### config.mk
export PLATFORM = sky130hd
export DESIGN_NAME = pwm_duty_temperature_decoder
export DESIGN_NICKNAME = d
export VERILOG_FILES = /design/src/design/pdtd_pkg.sv /design/src/design/pwm_duty_temperature_decoder.sv
export SDC_FILE = /design/constraint.sdc
export NUM_CORES = 1
export LEC_CHECK = 0
export ABC_CLOCK_PERIOD_IN_PS = 5700
export BUFFER_PORTS_ARGS = -buffer_cell sky130_fd_sc_hd__buf_2
export CAP_MARGIN = 20
export CORE_MARGIN = 2
export CORE_UTILIZATION = 55
export CTS_BUF_LIST = sky130_fd_sc_hd__clkbuf_16
export CTS_CLUSTER_DIAMETER = 60
export DETAILED_ROUTE_END_ITERATION = 10
export PLACE_DENSITY = 0.73
export REMOVE_ABC_BUFFERS = 1
export SYNTH_ARGS = -nofsm -noshare
export SYNTH_HDL_FRONTEND = slang
export SYNTH_SLANG_ARGS = --single-unit
### constraint.sdc
create_clock -name clock -period 5.7 [get_ports clock]
set_clock_uncertainty 0.05 [all_clocks]
set_input_delay 0.285 -clock clock [delete_from_list [all_inputs] [get_ports clock]]
set_output_delay 0.285 -clock clock [all_outputs]
set_load 0.05 [all_outputs]
### src/design/pdtd_pkg.sv
`timescale 1ns / 1ps
package pdtd_pkg;

   localparam int CntW       = 16;
   localparam int QuoW       = 13;
   localparam int NumW       = CntW + QuoW;
   localparam int TempW      = 13;
   localparam int TicksW     = 16;
   localparam int TimeW      = 16;
   localparam int StatW      = 2;
   localparam int TempScale  = 6400;
   localparam int TempOffset = 3760;
   localparam int TempMin    = -4096;
   localparam int SatLimit   = TempOffset - TempMin;

   typedef enum logic [StatW-1:0] {
      STAT_OK   = 2'd0,
      STAT_SAT  = 2'd1,
      STAT_ZERO = 2'd2
   } status_type;

endpackage

### src/design/pwm_duty_temperature_decoder.sv
`timescale 1ns / 1ps
// A completing edge goes from its input transfer through ST_MUL, ST_CHECK,
// ST_DIV and ST_DONE to rsp_valid; ST_DIV is skipped for a zero low period or
// a quotient that overflows 13 bits. The bit-serial restoring divider retires
// one quotient bit per cycle; req_stall holds new edges until the result is
// loaded. Synchronous active-high reset clears the edge history, the period
// flags, the sequencer and the result valid flag.
module pwm_duty_temperature_decoder (
   input  logic                       clock,
   input  logic                       reset,
   input  logic                       req_valid,
   output logic                       req_stall,
   input  logic [pdtd_pkg::TimeW-1:0] req_capture_time,
   input  logic                       req_pin_level,
   output logic                       rsp_valid,
   input  logic                       rsp_stall,
   output logic signed [pdtd_pkg::TempW-1:0] rsp_temperature,
   output logic [pdtd_pkg::StatW-1:0]  rsp_status,
   output logic [pdtd_pkg::TicksW-1:0] rsp_high_ticks,
   output logic [pdtd_pkg::TicksW-1:0] rsp_low_ticks
);
   import pdtd_pkg::*;

   typedef enum logic [4:0] {
      ST_IDLE  = 5'b00001,
      ST_MUL   = 5'b00010,
      ST_CHECK = 5'b00100,
      ST_DIV   = 5'b01000,
      ST_DONE  = 5'b10000
   } state_type;

   localparam int CntBits = $clog2(QuoW + 1);
   localparam logic [NumW-1:0] ScaleC = NumW'(TempScale);
   localparam logic [QuoW:0]   OffsetC = (QuoW + 1)'(TempOffset);
   localparam logic [QuoW-1:0] SatC    = QuoW'(SatLimit);

   state_type           state_ff, state_in;
   logic [CntW-1:0]     last_ff, last_in;
   logic [CntW-1:0]     high_ff, high_in;
   logic [CntW-1:0]     low_ff, low_in;
   logic                have_high_ff, have_high_in;
   logic                have_low_ff, have_low_in;
   logic [NumW-1:0]     rem_ff, rem_in;
   logic [NumW-1:0]     div_ff, div_in;
   logic [QuoW-1:0]     quo_ff, quo_in;
   logic [CntBits-1:0]  cnt_ff, cnt_in;
   status_type          stat_ff, stat_in;
   logic                rsp_valid_ff, rsp_valid_in;
   logic signed [TempW-1:0] temp_ff, temp_in;
   status_type          ostat_ff, ostat_in;
   logic [TicksW-1:0]   ohigh_ff, ohigh_in;
   logic [TicksW-1:0]   olow_ff, olow_in;

   logic                req_xfer;
   logic [CntW-1:0]     now;
   logic [CntW-1:0]     span;
   logic                sub_ok;
   logic [QuoW:0]       diff;
   logic                load;

   assign req_stall = (state_ff != ST_IDLE);
   assign req_xfer  = req_valid && !req_stall;
   assign now       = CntW'(req_capture_time);
   assign span      = now - last_ff;
   assign sub_ok    = (rem_ff >= div_ff);
   assign diff      = OffsetC - {1'b0, quo_ff};
   assign load      = (state_ff == ST_DONE) && (!rsp_valid_ff || !rsp_stall);

   always_comb begin
      state_in     = state_ff;
      last_in      = last_ff;
      high_in      = high_ff;
      low_in       = low_ff;
      have_high_in = have_high_ff;
      have_low_in  = have_low_ff;
      rem_in       = rem_ff;
      div_in       = div_ff;
      quo_in       = quo_ff;
      cnt_in       = cnt_ff;
      stat_in      = stat_ff;
      temp_in      = temp_ff;
      ostat_in     = ostat_ff;
      ohigh_in     = ohigh_ff;
      olow_in      = olow_ff;
      rsp_valid_in = rsp_valid_ff && rsp_stall;
      unique case (state_ff)
         ST_IDLE: begin
            if (req_xfer) begin
               last_in = now;
               if (req_pin_level) begin
                  low_in      = span;
                  have_low_in = 1'b1;
                  if (have_high_ff) begin
                     state_in = ST_MUL;
                  end
               end else begin
                  high_in      = span;
                  have_high_in = 1'b1;
                  if (have_low_ff) begin
                     state_in = ST_MUL;
                  end
               end
            end
         end
         ST_MUL: begin
            have_high_in = 1'b0;
            have_low_in  = 1'b0;
            rem_in       = NumW'(high_ff) * ScaleC;
            state_in     = ST_CHECK;
         end
         ST_CHECK: begin
            div_in = NumW'(low_ff) << (QuoW - 1);
            quo_in = '0;
            cnt_in = '0;
            priority if (low_ff == '0) begin
               stat_in  = STAT_ZERO;
               state_in = ST_DONE;
            end else if (rem_ff >= (NumW'(low_ff) << QuoW)) begin
               stat_in  = STAT_SAT;
               state_in = ST_DONE;
            end else begin
               stat_in  = STAT_OK;
               state_in = ST_DIV;
            end
         end
         ST_DIV: begin
            if (sub_ok) begin
               rem_in = rem_ff - div_ff;
            end
            quo_in = {quo_ff[QuoW-2:0], sub_ok};
            div_in = div_ff >> 1;
            cnt_in = cnt_ff + CntBits'(1);
            if (cnt_ff == CntBits'(QuoW - 1)) begin
               state_in = ST_DONE;
            end
         end
         ST_DONE: begin
            if (load) begin
               rsp_valid_in = 1'b1;
               ohigh_in     = TicksW'(high_ff);
               olow_in      = TicksW'(low_ff);
               unique case (stat_ff)
                  STAT_ZERO: begin
                     temp_in  = '0;
                     ostat_in = STAT_ZERO;
                  end
                  STAT_SAT: begin
                     temp_in  = TempW'(TempMin);
                     ostat_in = STAT_SAT;
                  end
                  default: begin
                     if (quo_ff > SatC) begin
                        temp_in  = TempW'(TempMin);
                        ostat_in = STAT_SAT;
                     end else begin
                        temp_in  = TempW'(diff);
                        ostat_in = STAT_OK;
                     end
                  end
               endcase
               state_in = ST_IDLE;
            end
         end
         default: state_in = ST_IDLE;
      endcase
   end

   always_ff @(posedge clock) begin
      if (reset) begin
         state_ff     <= ST_IDLE;
         last_ff      <= '0;
         high_ff      <= '0;
         low_ff       <= '0;
         have_high_ff <= 1'b0;
         have_low_ff  <= 1'b0;
         rsp_valid_ff <= 1'b0;
      end else begin
         state_ff     <= state_in;
         last_ff      <= last_in;
         high_ff      <= high_in;
         low_ff       <= low_in;
         have_high_ff <= have_high_in;
         have_low_ff  <= have_low_in;
         rsp_valid_ff <= rsp_valid_in;
      end
   end

   always_ff @(posedge clock) begin
      rem_ff   <= rem_in;
      div_ff   <= div_in;
      quo_ff   <= quo_in;
      cnt_ff   <= cnt_in;
      stat_ff  <= stat_in;
      temp_ff  <= temp_in;
      ostat_ff <= ostat_in;
      ohigh_ff <= ohigh_in;
      olow_ff  <= olow_in;
   end

   assign rsp_valid       = rsp_valid_ff;
   assign rsp_temperature = temp_ff;
   assign rsp_status      = ostat_ff;
   assign rsp_high_ticks  = ohigh_ff;
   assign rsp_low_ticks   = olow_ff;

endmodule

[Word-level counts from Yosys, hierarchy flattened]
Index checks and enable logic that the tools add are counted.
Storage, ports and cells
  register bits: 180
  word-level logic and storage cells: 88
  bits of input ports: 21
Operators by class
  reduce and logical (&&, ||, !) cells: 19
  add/sub/neg operators: 4
  $lt $le $gt $ge: 3
  equality and inequality tests: 17
  bitwise logic cells: 1
  mux-type cells: 27
  multiply operators: 1
Operators by type and width (number)
  $pmux W29 S2: 2
  $ge A29 B29 Y1: 2
  $pmux W13 S2: 2
  $mux W5: 8
  $mux W29: 1
  $sub A29 B29 Y29: 1
  $pmux W5 S5: 1
  $mul A16 B5 Y21 const B: 1
  $logic_not A16 Y1: 1
  $sub A16 B16 Y16: 1
  $gt A13 B13 Y1 const B: 1
  $mux W13: 1
  $sub A12 B13 Y13 const A: 1
  $ne A2 B2 Y1 const B: 6
  $reduce_and A3 Y1: 4
  $mux W1: 8
  $pmux W4 S2: 1
  $ne A3 B3 Y1 const B: 2
  $reduce_and A2 Y1: 3
  $reduce_bool A2 Y1: 3
  $eq A5 B1 Y1 const B: 1
  $eq A5 B2 Y1 const B: 1
  $eq A5 B3 Y1 const B: 1
  $eq A5 B4 Y1 const B: 1
  other kinds (13): 18

[Logic depth before layout (Yosys ltp)]
Gate-level depths: netlist of run 1.
  word-level depth: 5
  depth in mapped cells: 15
  gate-level depth less buffers: 15

[Worst setup path after synthesis of run 1]
OpenSTA, ideal clock, no wires.
  path kind: register to register
  start: register rem_ff[3]
  end: register rem_ff[0], enable pin
  period minus slack after synthesis: 4.538 ns
  arrival time: 4.033 ns
  path slack: 1.162 ns
  cell stages (with the launch flop): 11
  path buffers: 0
  cells stage by stage: edfxtp_1 -> ha_1 -> nand3_1 -> o21bai_1 -> a21boi_2 -> o211ai_2 -> a21boi_2 -> nor3b_1 -> o21ai_0 -> a31oi_1 -> o21ai_0
On the way
  cells in the longest elaborated chain, start to end: 3
RTL lines
  from (decl): RTL line pwm_duty_temperature_decoder.sv:43  | logic [NumW-1:0] rem_ff, rem_in;
  from (signal assigned): RTL line pwm_duty_temperature_decoder.sv:189  | rem_ff <= rem_in;
  $ge A29 B29 Y1: RTL line pwm_duty_temperature_decoder.sv:65  | assign sub_ok = (rem_ff >= div_ff);
  $ne A2 B2 Y1 (no line)
  $reduce_and A2 Y1 (no line)
Every way passes these cells.
A chain may end at the register's enable or synchronous reset.

[Worst setup path in the final report of run 1]
  start: register high_ff[3]
  end: register rem_ff[28], data pin
On the way
  cells in the longest elaborated chain, start to end: 2
RTL lines
  from (decl): RTL line pwm_duty_temperature_decoder.sv:39  | logic [CntW-1:0] high_ff, high_in;
  from (signal assigned): RTL line pwm_duty_temperature_decoder.sv:180  | high_ff <= high_in;
  $mul A16 B5 Y21: RTL line pwm_duty_temperature_decoder.sv:108  | rem_in = NumW'(high_ff) * ScaleC;
  $pmux W29 S2: RTL line pwm_duty_temperature_decoder.sv:86  | unique case (state_ff)
  named net rem_in[28]: RTL line pwm_duty_temperature_decoder.sv:43
The timed path passes the listed nets, and every way through them passes these cells.

==> out/results.tsv, run 1 <==
stage	metric	value	unit
power	PnR Total Power	0.004053	W
logic_synthesis	register area share after synthesis	44.02	%
worst_setup_path	Worst EP arrival	4.01	ns
logic_synthesis	share of the synthesized area in the top cell type	33.77	%
finish	diode count	0	
worst_setup_path	Crit-path slowest cell	fa_1	
logic_synthesis	synthesized cell area	10940	µm²
worst_setup_path	Setup CP Type	register to register	
worst_hold_path	min-delay worst type	input port to register	
cts	PostCTS Resize Cnt	0	
grt	met3 Use GR	3.459	%
route	DR pass1 iterations	5	
floorplanning	Initial Utilization	56.19	%
job	Max Cap Viol	0	
worst_setup_path	r2r setup slk	1.80	ns
sta	Slew HR	54.61	%
cts	Longest Clk Path Bufs	2	
sta	final hold violations	0	
route	drt via density	5.562	
sta	setup_tns	0	ns
cts	# hold bufs at CTS	0	
grt	GR Overflow Total	0	
finish	area of the multi-input gates	5558	µm²
finish	Fillers	1629	
logic_synthesis	synth top area cells	edfxtp_1, ha_1, dfxtp_1	
finish	Nets	1355	
route	DR DRC count	0	
worst_setup_path	Max FO, Critical Path	5	
route	final wirelength	23430	µm
outcome	status	finished clean	
cts	CTS root buffer	clkbuf_16	
worst_setup_path	critical path cell sequence	ha_1 -> ha_1 -> fa_1 -> ha_1 -> a21o_1 -> a21oi_1 -> o21a_1 -> nor3_1 -> a211oi_1 -> o21ai_0 -> a21oi_1 -> xor2_1 -> mux2i_1	
worst_setup_path	max incr delay on CP	0.46	ns
route	wire per inst	15.80	µm
grt	initial antenna violation count	0	
floorplanning	chip height	145.0	µm
worst_setup_path	Top delay family on crit path	compound AO/OA/AOI/OAI gates	
power	maximum VDD drop	0.2426	mV
sta	RSZ-0062 raised after global routing	false	
worst_setup_path	CP endpoint kind	register	
finish	Area Overhead vs Synth	11.36	%
grt	global-route wire length before repair	38520	µm
logic_synthesis	ys async rst share	0	%
cts	CTS sink count	179	
power	PwrDens	332.8	nW/µm²
worst_setup_path	Critical path origin	high_ff[3]	
cts	Post-CTS Setup Inserts	0	
grt	grt met2 use	39.00	%
worst_setup_path	Worst Reg-to-Reg Cells	13	
sta	WHS	0.04214	ns
worst_setup_path	r2r endpoint	rem_ff[28]	
logic_synthesis	syn_area_per_cell	9.602	µm²
power	leakage power	5.232	nW
worst_setup_path	crit path to	rem_ff[28]	
floorplanning	core area	19460	µm²
worst_setup_path	kind of launch point of the worst setup path	register	
sta	Max Fclk	256.7	MHz
floorplanning	std cell rows	51	
worst_setup_path	worst r2r src	high_ff[3]	
worst_setup_path	critical path depth	13	
sta	Tcrit/Tclk final	68.34	%
grt	met1 usage	29.90	%
logic_synthesis	post-synth cell types	69	
logic_synthesis	post-synthesis register bit count	179	
sta	Least-Margin Pin Slew	0.6792	ns
finish	register area	4815	µm²
grt	vias in the first global route	7892	
cts	CTS tree	done	
route	post-route ant nets	0	
worst_setup_path	required time worst endpoint	5.81	ns
cts	clock latency at the later pin of the worst-skew pair	0.44	ns
logic_synthesis	number of synthesized flops with an enable pin	123	
cts	total CTS buffers	17	
floorplanning	die span in x	145.0	µm
placed_design	count of input and output buffers	69	
logic_synthesis	Primary FF master, synth	edfxtp_1	
grt	pin count of the biggest net entering global routing	61	
route	Iteration-0 DRC Markers	547	
floorplanning	# IOs	70	
placed_design	DP HPWL	17160	µm
sta	fin. max-slew vios	0	
logic_synthesis	post-synthesis instance total	1139	
floorplanning	die footprint	21030	µm²
route	DR vias	8248	
sta	final setup vio count	0	
worst_setup_path	Most common cell on crit path	ha_1	
grt	Top Usage Layer GRT	met2	
cts	Reg clk slew, reported paths	0.07	ns
sta	fin crit period	3.896	ns
logic_synthesis	synth warn	0	
cts	htree depth	4	
logic_synthesis	cell accounting for the most synthesized area	edfxtp_1	
grt	GRT Total Usage	22.69	%
placed_design	GPL Wtd Cong	0.8618	
finish	share of cells above drive strength 1	10.34	%
worst_setup_path	Bufs and invs on worst path	0	
## registers in the layout, indices dropped and copies added (netlist names)
name,count
cnt_ff,4
div_ff,28
have_high_ff,1
have_low_ff,1
high_ff,16
last_ff,16
low_ff,16
quo_ff,13
rem_ff,29
rsp_high_ticks,16
rsp_low_ticks,16
rsp_status,2
rsp_temperature,13
rsp_valid,1
stat_ff,2
state_ff,5
## final cells by class
class / count / area share [%]
multi-input cells: 805 / 45.63
flip-flops and latches: 179 / 39.53
inverters: 125 / 3.852
clock buffers: 18 / 3.698
repair buffers: 77 / 3.431
well taps: 265 / 2.722
clock inverters: 14 / 1.130
## cells in the mapped netlist, types with 19 or more instances
library cell / n
nand2_1: 142
inv_1: 125
edfxtp_1: 123
ha_1: 116
nor2_1: 92
a21oi_1: 87
dfxtp_1: 56
o21ai_0: 56
xnor2_1: 30
clkbuf_1: 27
a21o_1: 25
xor2_1: 25
nor3_1: 24
nand3_1: 19
## cells by family (layout without fill, tap and decap cells)
logic type / count (synthesis) / count (layout) / synth area share (%)
muxes: 6 / 6 / 0.5492
DFF: 179 / 179 / 44.02
and+or+nand+nor: 371 / 371 / 16.05
adders and majority gates: 129 / 129 / 15.65
xor gates and xnor gates: 55 / 55 / 4.405
buffers and inverters: 155 / 234 / 5.320
AOI/OAI and AO/OA: 244 / 244 / 14.00
## worst min-delay path: stages
cell and delay [ns]:
buf_2 0.10, nand2_1 0.05, a21oi_1 0.05
## layer usage
layer / vias up / part of all wire (%)
li1: 4129 / -
met1: 3910 / 46
met2: 184 / 48
met3: 25 / 3.9
met4: 0 / 1.6
met5: - / 0
## metrics by stage
stage / instances / worst slack [ns] / instance area, µm² / utilization (%)
after floorplan: 1109 / 1.132 / 10820 / -
after global placement: 1449 / 1.972 / 11560 / 59.41
after detailed placement: 1450 / 1.863 / 11580 / 59.52
after CTS: 1482 / 1.830 / 12170 / 62.54
after global routing: 1483 / 1.561 / 12180 / 62.58
final: 1483 / 1.804 / 12180 / 62.58
## power breakdown
part / total (W) / internal [W] / switching [W]
registers: 0.00164 / 0.00153 / 0.000105
logic: 0.00123 / 0.000478 / 0.000757
clock network: 0.00118 / 0.000641 / 0.000540
## worst min-delay path by stage
stage                        start     endpoint  slack, ns  cells after the start
6_report       req_capture_time[0]   last_ff[0]       0.04                      3
3_5_place_dp           last_ff[13]  last_ff[13]       0.40                      2
3_3_place_gp           last_ff[14]  last_ff[14]       0.39                      2
5_1_grt        req_capture_time[0]   last_ff[0]       0.03                      3
2_1_floorplan                reset  high_ff[12]       0.30                      1
4_1_cts        req_capture_time[8]   last_ff[8]       0.04                      3
## placed cells by master, fill, tap and decap left out, types with 4 or more instances in the layout
master and instances:
nor4_1 7, inv_6 5, o21a_1 12, o21ai_0 55, ha_1 116, xor2_1 25
nand4_1 7, xnor2_1 30, a31oi_1 6, buf_2 69, a211oi_1 8, nor2_1 92
and4_1 5, nor2b_1 12, mux2i_1 6, nand3_1 19, buf_4 7, and2_1 18
nand2_1 141, clkbuf_16 18, fa_1 13, nor3_1 24, nor3b_1 5, and3_1 9
a21o_1 25, nand2b_1 6, o31ai_1 6, o21bai_1 6, inv_1 127, nand3b_1 6
dfxtp_1 56, a21oi_1 86, edfxtp_1 123, or4b_1 4
(Power assumes the default switching activity.)
==> run 2, diff against run 1 <==
Settings changed: ABC_CLOCK_PERIOD_IN_PS 5700 to 4100.
Clock period 5.7 ns to 4.1 ns, I/O delays scaled along.
==> run 2 against run 1 <==
Hold slack got worse by 0.016 ns. Cell count increased by 1.1%. Fmax rose by 3.5%. Non-clock buffer count rose by 17. Largest cell class unchanged.
==> out/results.tsv, run 2 (synthesis results as in run 1) <==
stage	metric	value	unit
finish	share of cells above drive strength 1	10.45	%
finish	Biggest register	rem_ff	
worst_setup_path	required time worst endpoint	4.21	ns
floorplanning	# IOs	70	
power	PwrDens	459.0	nW/µm²
floorplanning	std cell rows	51	
placed_design	Setup WS pre-CTS	0.1838	ns
worst_setup_path	kind of launch point of the worst setup path	register	
worst_setup_path	Setup CP Type	register to register	
sta	setup ws final	0.3367	ns
cts	CTS root buffer	clkbuf_16	
power	Seq pwr share	40.2	%
power	maximum VDD drop	0.3335	mV
finish	final core utilization	63.41	%
sta	Least-Margin Pin Slew	0.7576	ns
finish	Nets	1372	
floorplanning	die span in x	145.0	µm
cts	CTS tree	done	
finish	Area Overhead vs Synth	12.84	%
sta	Tcrit/Tclk final	91.79	%
sta	fin. max-slew vios	0	
sta	final hold violations	0	
route	final wirelength	23890	µm
worst_hold_path	min-delay worst type	input port to register	
sta	WHS	0.02643	ns
route	wire per inst	15.93	µm
finish	Largest regs	rem_ff: 29 flops, div_ff: 28 flops	
floorplanning	chip height	145.0	µm
power	power share of the combinational group	30.8	%
route	drt via density	5.569	
cts	total CTS buffers	17	
finish	max FFs per register	29	
power	Sw Ratio	35.11	%
cts	clock latency at the later pin of the worst-skew pair	0.44	ns
route	DR DRC count	0	
sta	fin crit period	3.763	ns
power	clock share of power	29.0	%
placed_design	GPL Wtd Cong	0.8506	
finish	most common cell after layout, fill and taps aside	nand2_1	
finish	diode count	0	
route	Iteration-0 DRC Markers	594	
finish	Fillers	1583	
sta	RSZ-0062 raised after global routing	false	
job	Max Cap Viol	0	
worst_setup_path	Max FO, Critical Path	5	
grt	vias in the first global route	8087	
floorplanning	die footprint	21030	µm²
grt	GR Overflow Total	0	
grt	pin count of the biggest net entering global routing	60	
placed_design	DP HPWL	17460	µm
placed_design	count of input and output buffers	69	
sta	Slew HR	49.38	%
grt	global-route wire length before repair	39130	µm
grt	GRT Total Usage	22.86	%
route	DR vias	8354	
sta	Max Fclk	265.7	MHz
worst_setup_path	CP endpoint kind	register	
route	post-route ant nets	0	
cts	CTS sink count	179	
worst_setup_path	Worst EP arrival	3.88	ns
sta	final setup vio count	0	
outcome	status	finished clean	
cts	htree depth	4	
power	Internal Power	0.003675	W
power	switching power	0.001989	W
route	DR pass1 iterations	5	
cts	Reg clk slew, reported paths	0.08	ns
cts	Longest Clk Path Bufs	2	
floorplanning	core area	19460	µm²
floorplanning	Initial Utilization	56.19	%
power	leakage power	5.299	nW
grt	initial antenna violation count	0	
finish	commonest cells after routing, fill and taps aside	nand2_1, inv_1, edfxtp_1	
run 2: path summary, 6_finish.rpt:
check | start | slack (ns) | cells past startpoint | endpoint
hold / removal | rsp_stall | 0.03 | 3 | rsp_valid
hold reg to reg | last_ff[13] | 0.41 | 2 | last_ff[13]
setup reg to reg | high_ff[2] | 0.34 | 13 | rem_ff[28]
setup / recovery | high_ff[2] | 0.34 | 13 | rem_ff[28]
run 2: cell type report:
type / count / area [µm²] / area share [%]
clock buffer: 17 / 425.4 / 3.447
clock inverter: 15 / 163.9 / 1.328
inverter: 125 / 469.2 / 3.802
multi-input combinational: 805 / 5563 / 45.08
sequential: 179 / 4815 / 39.01
tap: 265 / 331.6 / 2.687
timing repair buffer: 94 / 573.1 / 4.644
run 2: stage by stage:
stage                     setup TNS (ns)  cells  cell area (µm²)  power [W]
final                                  0   1500            12340   0.005664
after global routing                   0   1500            12340   0.006001
after CTS                              0   1499            12330   0.005673
after detailed placement               0   1451            11580   0.004018
after global placement                 0   1451            11580   0.003968
after floorplan                   -13.57   1109            10820   0.003553
run 2: worst max-delay path: stages, from the launching register on:
cell and delay [ns]:
dfxtp_1 0.42, ha_1 0.27, ha_1 0.31, fa_1 0.46, ha_1 0.34, a21o_1 0.19
a21oi_1 0.27, o21a_1 0.15, nor3_1 0.09, a211oi_2 0.31, o21ai_0 0.14, a21oi_1 0.22
xor2_1 0.18, mux2i_1 0.09
run 2: per-layer routing:
| metal | up-vias | routed length, µm | GRT usage [%] |
|---|---|---|---|
| met5 | - | 0 | 0 |
| met2 | 170 | 11330 | 38.62 |
| met1 | 3981 | 10930 | 29.77 |
| li1 | 4167 | - | - |
| met4 | 0 | 622 | 8.069 |
| met3 | 36 | 1005 | 3.868 |
run 2: power groups by stage:
stage                     Sequential, W  Clock [W]  Combinational [W]
after floorplan                 0.00226          0            0.00129
after global placement          0.00231          0            0.00166
after detailed placement        0.00232          0            0.00170
after CTS                       0.00228    0.00166            0.00173
after global routing            0.00230    0.00173            0.00197
final                           0.00228    0.00164            0.00174
run 2: repair_timing:
action                                 in CTS  in global routing
endpoints found under the hold margin      16                  0
resized for setup                           0                  1
buffers inserted                            0                  0
setup endpoints to repair                   0                  1
hold buffers                               16                  0
==> run 3, diff against run 2 <==
Settings changed: CORE_MARGIN 2 to default, SLEW_MARGIN from default to 15.
==> run 3 against run 2 <==
Power shrank 1.6%. Die area shrank 2.7%. Register-to-register slack gained 0.07 ns. Cell count is the same. Hold slack gained 0.0099 ns. First-iteration DRC count grew 5.9%. Combinational power is essentially flat. Fmax grew 1.9%. Routed wire length shrank 1.8%. Utilization shrank 0.17 points. Largest power group unchanged. Highest routed layer unchanged.
==> out/results.tsv, run 3 (synthesis results as in run 1) <==
stage	metric	value	unit
route	Iteration-0 DRC Markers	629	
grt	met1 usage	31.53	%
grt	initial antenna violation count	0	
sta	RSZ-0062 raised after global routing	false	
finish	Biggest register	rem_ff	
finish	commonest cells after routing, fill and taps aside	nand2_1, inv_1, edfxtp_1	
sta	final hold violations	0	
worst_setup_path	Worst EP arrival	3.81	ns
route	post-route ant nets	0	
finish	post-route insts no fill	1500	
placed_design	GPL Wtd Cong	0.8593	
sta	Slew HR	46.99	%
cts	Longest Clk Path Bufs	2	
power	clock share of power	27.9	%
floorplanning	chip height	143.0	µm
sta	WHS	0.03635	ns
route	final wirelength	23460	µm
sta	Max Fclk	270.8	MHz
power	Seq pwr share	40.9	%
worst_setup_path	Max FO, Critical Path	5	
cts	htree depth	4	
grt	met3 Use GR	3.488	%
power	Internal Power	0.003650	W
grt	GRT Total Usage	24.60	%
cts	Post-CTS Setup Inserts	0	
finish	Area Overhead vs Synth	12.53	%
route	DR vias	8266	
finish	Largest regs	rem_ff: 29 flops, div_ff: 28 flops	
grt	vias in the first global route	8020	
sta	Least-Margin Pin Slew	0.7934	ns
finish	share of cells above drive strength 1	10.20	%
cts	Reg clk slew, reported paths	0.07	ns
power	power share of the combinational group	31.2	%
route	wire per inst	15.64	µm
cts	CTS tree	done	
cts	CTS sink count	179	
placed_design	DP Cell Count	1452	
sta	Tcrit/Tclk final	90.08	%
floorplanning	Initial Utilization	56.19	%
power	PnR Total Power	0.005571	W
route	DR DRC count	0	
finish	diode count	0	
floorplanning	die footprint	20450	µm²
power	Sw Ratio	34.48	%
sta	setup_tns	0	ns
finish	max FFs per register	29	
worst_setup_path	Setup CP Type	register to register	
sta	fin. max-slew vios	0	
power	leakage power	5.288	nW
worst_setup_path	CP endpoint kind	register	
finish	Nets	1372	
cts	clock latency at the later pin of the worst-skew pair	0.43	ns
placed_design	DP HPWL	17360	µm
floorplanning	core area	19460	µm²
grt	GR Overflow Total	0	
grt	global-route wire length before repair	38990	µm
worst_setup_path	kind of launch point of the worst setup path	register	
route	drt via density	5.511	
power	PwrDens	452.7	nW/µm²
worst_hold_path	min-delay worst type	input port to register	
sta	final setup vio count	0	
grt	pin count of the biggest net entering global routing	60	
outcome	status	finished clean	
placed_design	count of input and output buffers	69	
grt	grt met2 use	41.93	%
power	maximum VDD drop	0.3364	mV
cts	CTS root buffer	clkbuf_16	
sta	fin crit period	3.693	ns
finish	final core utilization	63.23	%
cts	total CTS buffers	17	
worst_setup_path	required time worst endpoint	4.22	ns
job	Max Cap Viol	0	
floorplanning	die span in x	143.0	µm
floorplanning	std cell rows	51	
route	DR pass1 iterations	5	
finish	most common cell after layout, fill and taps aside	nand2_1	
floorplanning	# IOs	70	
grt	Top Usage Layer GRT	met2	
power	switching power	0.001921	W
run 3: power by group through the flow:
| stage | Clock [W] | Sequential [W] | Combinational, W |
|---|---|---|---|
| 2_1_floorplan | 0 | 0.00226 | 0.00129 |
| 3_3_place_gp | 0 | 0.00231 | 0.00166 |
| 3_5_place_dp | 0 | 0.00232 | 0.00171 |
| 4_1_cts | 0.00158 | 0.00228 | 0.00174 |
| 5_1_grt | 0.00164 | 0.00230 | 0.00198 |
| 6_report | 0.00155 | 0.00228 | 0.00174 |
run 3: final timing paths:
kind,from,endpoint,slack (ns),cells past startpoint
worst max register to register,high_ff[2],rem_ff[28],0.41,13
worst min-delay path,rsp_stall,rsp_valid,0.04,3
worst min register to register,last_ff[14],last_ff[14],0.41,2
worst max-delay path,high_ff[2],rem_ff[28],0.41,13
run 3: area by class of cell:
cell class	count	area, µm²
clock buffers	17	425.4
clock inverters	15	130.1
fillers	1608	7156
inverters	125	469.2
multi-input cells	805	5563
flip-flops and latches	179	4815
well taps	265	331.6
repair buffers	94	573.1
run 3: per-stage QoR:
step                area, µm²  setup slack (ns)
global placement        11590            0.3796
detailed placement      11590            0.2690
finish                  12310            0.4068
CTS                     12300            0.2609
floorplan               10820           -0.4680
global route            12310            0.1342
run 3: repair_timing:
item / 4_1_cts / 5_1_grt
endpoints found under the hold margin: 16 / 0
hold buffers: 16 / 0
resized for setup: 0 / 1
setup endpoints to repair: 0 / 1
run 3: metal layers:
layer	routed length, µm	vias up
li1	-	4159
met1	10810	3909
met2	11260	164
met3	834	34
met4	552	0
met5	0	-
run 3: worst max-delay path: stages (launching register included):
cell,delay [ns]
dfxtp_1,0.42
ha_1,0.27
ha_1,0.31
fa_1,0.46
ha_1,0.34
a21o_1,0.18
a21oi_1,0.29
o21a_1,0.16
nor3_1,0.08
a211oi_2,0.31
o21ai_0,0.12
a21oi_1,0.18
xor2_1,0.16
mux2i_1,0.09
